**src/hdl/lmsfir_ram.sv**
```systemverilog
// ----------------------------------------------------------------------------
// lmsfir_ram
// Generic simple dual-port ram, one write port, one registered read port.
// ----------------------------------------------------------------------------
`default_nettype none

module lmsfir_ram #(
    parameter int WIDTH = 32,
    parameter int DEPTH = 32,
    localparam int ADDR_W = (DEPTH > 1) ? $clog2(DEPTH) : 1
) (
    input  wire logic              clk,
    input  wire logic              we,
    input  wire logic [ADDR_W-1:0] waddr,
    input  wire logic [WIDTH-1:0]  wdata,
    input  wire logic [ADDR_W-1:0] raddr,
    output logic      [WIDTH-1:0]  rdata
);

    logic [WIDTH-1:0] mem [DEPTH];

    always_ff @(posedge clk)
    begin
        if (we)
        begin
            mem[waddr] <= wdata;
        end
        rdata <= mem[raddr];
    end

endmodule

`default_nettype wire

```
**config.mk**
```make
export PLATFORM = sky130hd
export DESIGN_NAME = lmsfir_ram
export DESIGN_NICKNAME = d
export VERILOG_FILES = /design/src/hdl/lmsfir_ram.sv
export SDC_FILE = /design/constraint.sdc
export NUM_CORES = 1
export LEC_CHECK = 0
export ABC_AREA = 1
export BUFFER_PORTS_ARGS = -buffer_cell sky130_fd_sc_hd__buf_4
export CAP_MARGIN = 20
export CORE_AREA = 4 4 271 539
export CTS_CLUSTER_SIZE = 14
export DETAILED_ROUTE_END_ITERATION = 6
export DIE_AREA = 0 0 275 543
export PLACE_DENSITY = 0.43
export SYNTH_ARGS = -nofsm -noshare
export SYNTH_HDL_FRONTEND = slang
export SYNTH_SLANG_ARGS = --single-unit
export TNS_END_PERCENT = 1
```
**constraint.sdc**
```tcl
create_clock -name clk -period 3.8 [get_ports clk]
set_input_delay 0.76 -clock clk [delete_from_list [all_inputs] [get_ports clk]]
set_output_delay 0.76 -clock clk [all_outputs]
set_load 0.05 [all_outputs]
```
==> summary.md <==
| Metric | Value |
|---|---|
| Vias in the first global route | `roughly 27000` |
| Post_cts resized | `0` |
| Cell area power density | `504 mW/mm2` |
| Required @ worst endpoint | `~3 ns` |
| Adder-Cell Fraction of Synth Area | `0%` |
| WL/cell | `~24 um` |
| Status | `completed` |
| Mapped cell area | `between 0.04 and 0.05 mm2` |
| CTS clock-pin slew for the worst setup and hold paths | `approximately 0.07 ns` |
| Worst-margin pin slew | `1.09 ns` |
| # Max-Cap Violations | `0` |
| Setup Fix Bufs, Post-CTS | `0` |
| Rel. slew slack | `between 20% and 30%` |
| Fmax | `about 410 MHz` |
| Final Max Tran Viols | `0` |
| Initial antenna violation count | `5` |
| Vias post-DR | `26700` |
| Core area | `between 0.1 and 0.15 mm2` |
| I/O Pins | `76` |
| Most area-consuming cells after synthesis | `edfxtp_1, nand2_1, nand3_1, buf_6, dfxtp_1` |
| Setup_tns | `0 ns` |
| Die Width | `275 um` |
| Synth Area in Compound Gates | `0%` |
| TritonCTS clock tree | `yes` |
| Synth top area share | `approximately 73%` |
| 1st-iter DRT viols | `approximately 2000` |
| Fill cells | `~14000` |
| Synth-to-Final Area Change | `13.8%` |
| Worst path max stage delay | `between 0.6 and 0.7 ns` |
| Min Tclk post-route | `2.44 ns` |
| First-pass GRT wire length | `around 190000 um` |
| Crit. End Element | `output port` |
| Most common cell after layout, fill and taps aside | `nand2_1` |
| CP startpoint kind | `register` |
| Multiplexer share of the synthesized area | `0%` |
| Clk root buf | `clkbuf_16` |
| Crit path buffers/inverters | `1` |
| Wirelength, routed | `133000 um` |
| Setup Crit Path Kind | `reg -> out` |
| DP HPWL | `~75000 um` |
| Sink Count | `between 1000 and 1500` |
| Tcrit/Tclk final | `around 64%` |
| Cts hold-fix bufs | `0` |
| Routability cong. | `~0.74` |
| Num CTS Buffers | `93` |
| Critical path's slowest cell | `dfxtp_1` |
| Final hold vios | `0` |
| Total Routing Usage GR | `between 10% and 20%` |
| Drt pass-1 iters | `5` |
| DRT antenna net count | `0` |
| Die H | `around 540 um` |
| Row cnt | `roughly 200` |
| Synthesis warning total | `0` |
| Critical path fanouts, max | `1` |
| P_leak | `roughly 17 nW` |
| # H-tree levels | `3` |
| Highest-count cells in the layout ignoring fill and taps | `nand2_1, edfxtp_1, nand3_1` |
| Largest family of logic cells by synthesized area | `simple AND/OR/NAND/NOR gates` |
| Final setup fails | `0` |
| Synthesized instance count | `3536` |
| Top delay family on crit path | `flip-flops` |
| Initial Util | `around 30%` |
| DRC errors left | `0` |
| Avg Inst Size Synth | `12.0 um2` |
| RSZ-0062 raised after global routing | `no` |
| Clk_skew | `0.0215 ns` |
| Share of cells above drive strength 1 | `under 10%` |
| IO Port Bufs | `75` |
| Largest net degree at the start of global routing | `about 140` |
| Hold Crit Class | `in -> reg` |
| Global route overflow | `0` |
| Vias per inst | `between 4 and 5` |
| Die area | `about 0.15 mm2` |
| Area leader, netlist | `edfxtp_1` |
| Flops & latches, synth | `about 1100` |
| Critical path, cell by cell | `buf_4` |
| Clk buf depth | `3` |
| Crit path DAT | `around 1.7 ns` |
| Simple-gate portion of the synthesized area | `roughly 22%` |
| Post-synthesis sequential area ratio | `around 74%` |
| Post-Syn Nets | `between 3000 and 4000` |
| Clock Latency Late Sink | `0.70 ns` |
| Post-Synth XOR/XNOR Area | `0%` |
| Design Power | `about 24 mW` |
| Final #Nets | `approximately 3600` |
| Number of distinct library cells after synthesis | `14` |
| Peak supply drop | `roughly 360 uV` |
==> layer usage <==
| layer | track usage (%) | share of wire, % | wire length, um | vias to the layer above |
|---|---|---|---|---|
| li1 | - | - | - | 12500 |
| met1 | 20.6 | 39 | 52100 | 13400 |
| met2 | 32.3 | 53 | 70400 | 601 |
| met3 | 3.06 | 4.6 | 6190 | 213 |
| met4 | 6.22 | 3.6 | 4760 | 4 |
| met5 | 0 | 0.014 | 19 | - |
==> per-stage QoR <==
step / hold slack (ns) / util (%) / std cells / setup slack (ns) / instance area [um2]
finish: 0.479 / 33.9 / 5563 / 1.36 / 48300
global route: 0.452 / 33.9 / 5562 / 1.34 / 48300
CTS: 0.422 / 33.9 / 5561 / 1.26 / 48300
detailed placement: 0.735 / 31.8 / 5389 / 0.842 / 45300
global placement: 0.737 / 31.8 / 5389 / 0.849 / 45300
floorplan: 0.688 / - / 3536 / 0.964 / 42400
==> final timing paths <==
| kind | startpoint | end | slack, ns | cells after the start |
|---|---|---|---|---|
| worst max-delay path | rdata[23] | rdata[23] | 1.36 | 1 |
| worst min-delay path | wdata[30] | mem[4][30] | 0.48 | 1 |
| worst max register to register | mem[3][23] | rdata[23] | 2.40 | 8 |
| worst min register to register | mem[10][26] | rdata[26] | 0.76 | 8 |
==> synth_stat cells (all sizes together) <==
cell type	number
buf	194
clkbuf	24
dfxtp	32
edfxtp	1024
inv	10
nand2	1440
nand3	780
nor2	32
==> sequential cells by signal, indices dropped and copies added, names as in the netlist <==
name,count
mem,1024
rdata,32
==> area by class of cell <==
cell class | count | area, um2 | share of cell area (%)
Antenna cell | 2 | 5.00 | 0.0104
Clock buffer | 145 | 2710 | 5.61
Clock inverter | 27 | 285 | 0.591
Inverter | 10 | 68.8 | 0.143
Multi-Input combinational cell | 2252 | 9670 | 20.0
Sequential cell | 1056 | 31400 | 65.0
Tap cell | 1881 | 2350 | 4.88
Timing Repair Buffer | 190 | 1780 | 3.69
==> worst register-to-register path, cell delays in order (launching register included) <==
cell and delay, ns:
edfxtp_1 0.35, nand2_1 0.07, nand3_1 0.14, nand3_1 0.14, nand2_1 0.06, nand2_1 0.06, nand2_1 0.09, nand2_1 0.26
nand2_1 0.10
==> kinds of logic after synthesis <==
group,count (synthesis)
AND/OR/NAND/NOR,2252
flip-flops,1056
buffers and inverters,228
==> report_power, final <==
group / switching, mW / internal (mW) / total (mW)
Clock: 4.32 / 5.25 / 9.57
Sequential: 0.0734 / 12.9 / 13.0
Combinational: 1.29 / 0.438 / 1.73
Note: power is estimated with default switching activity, not from simulation.
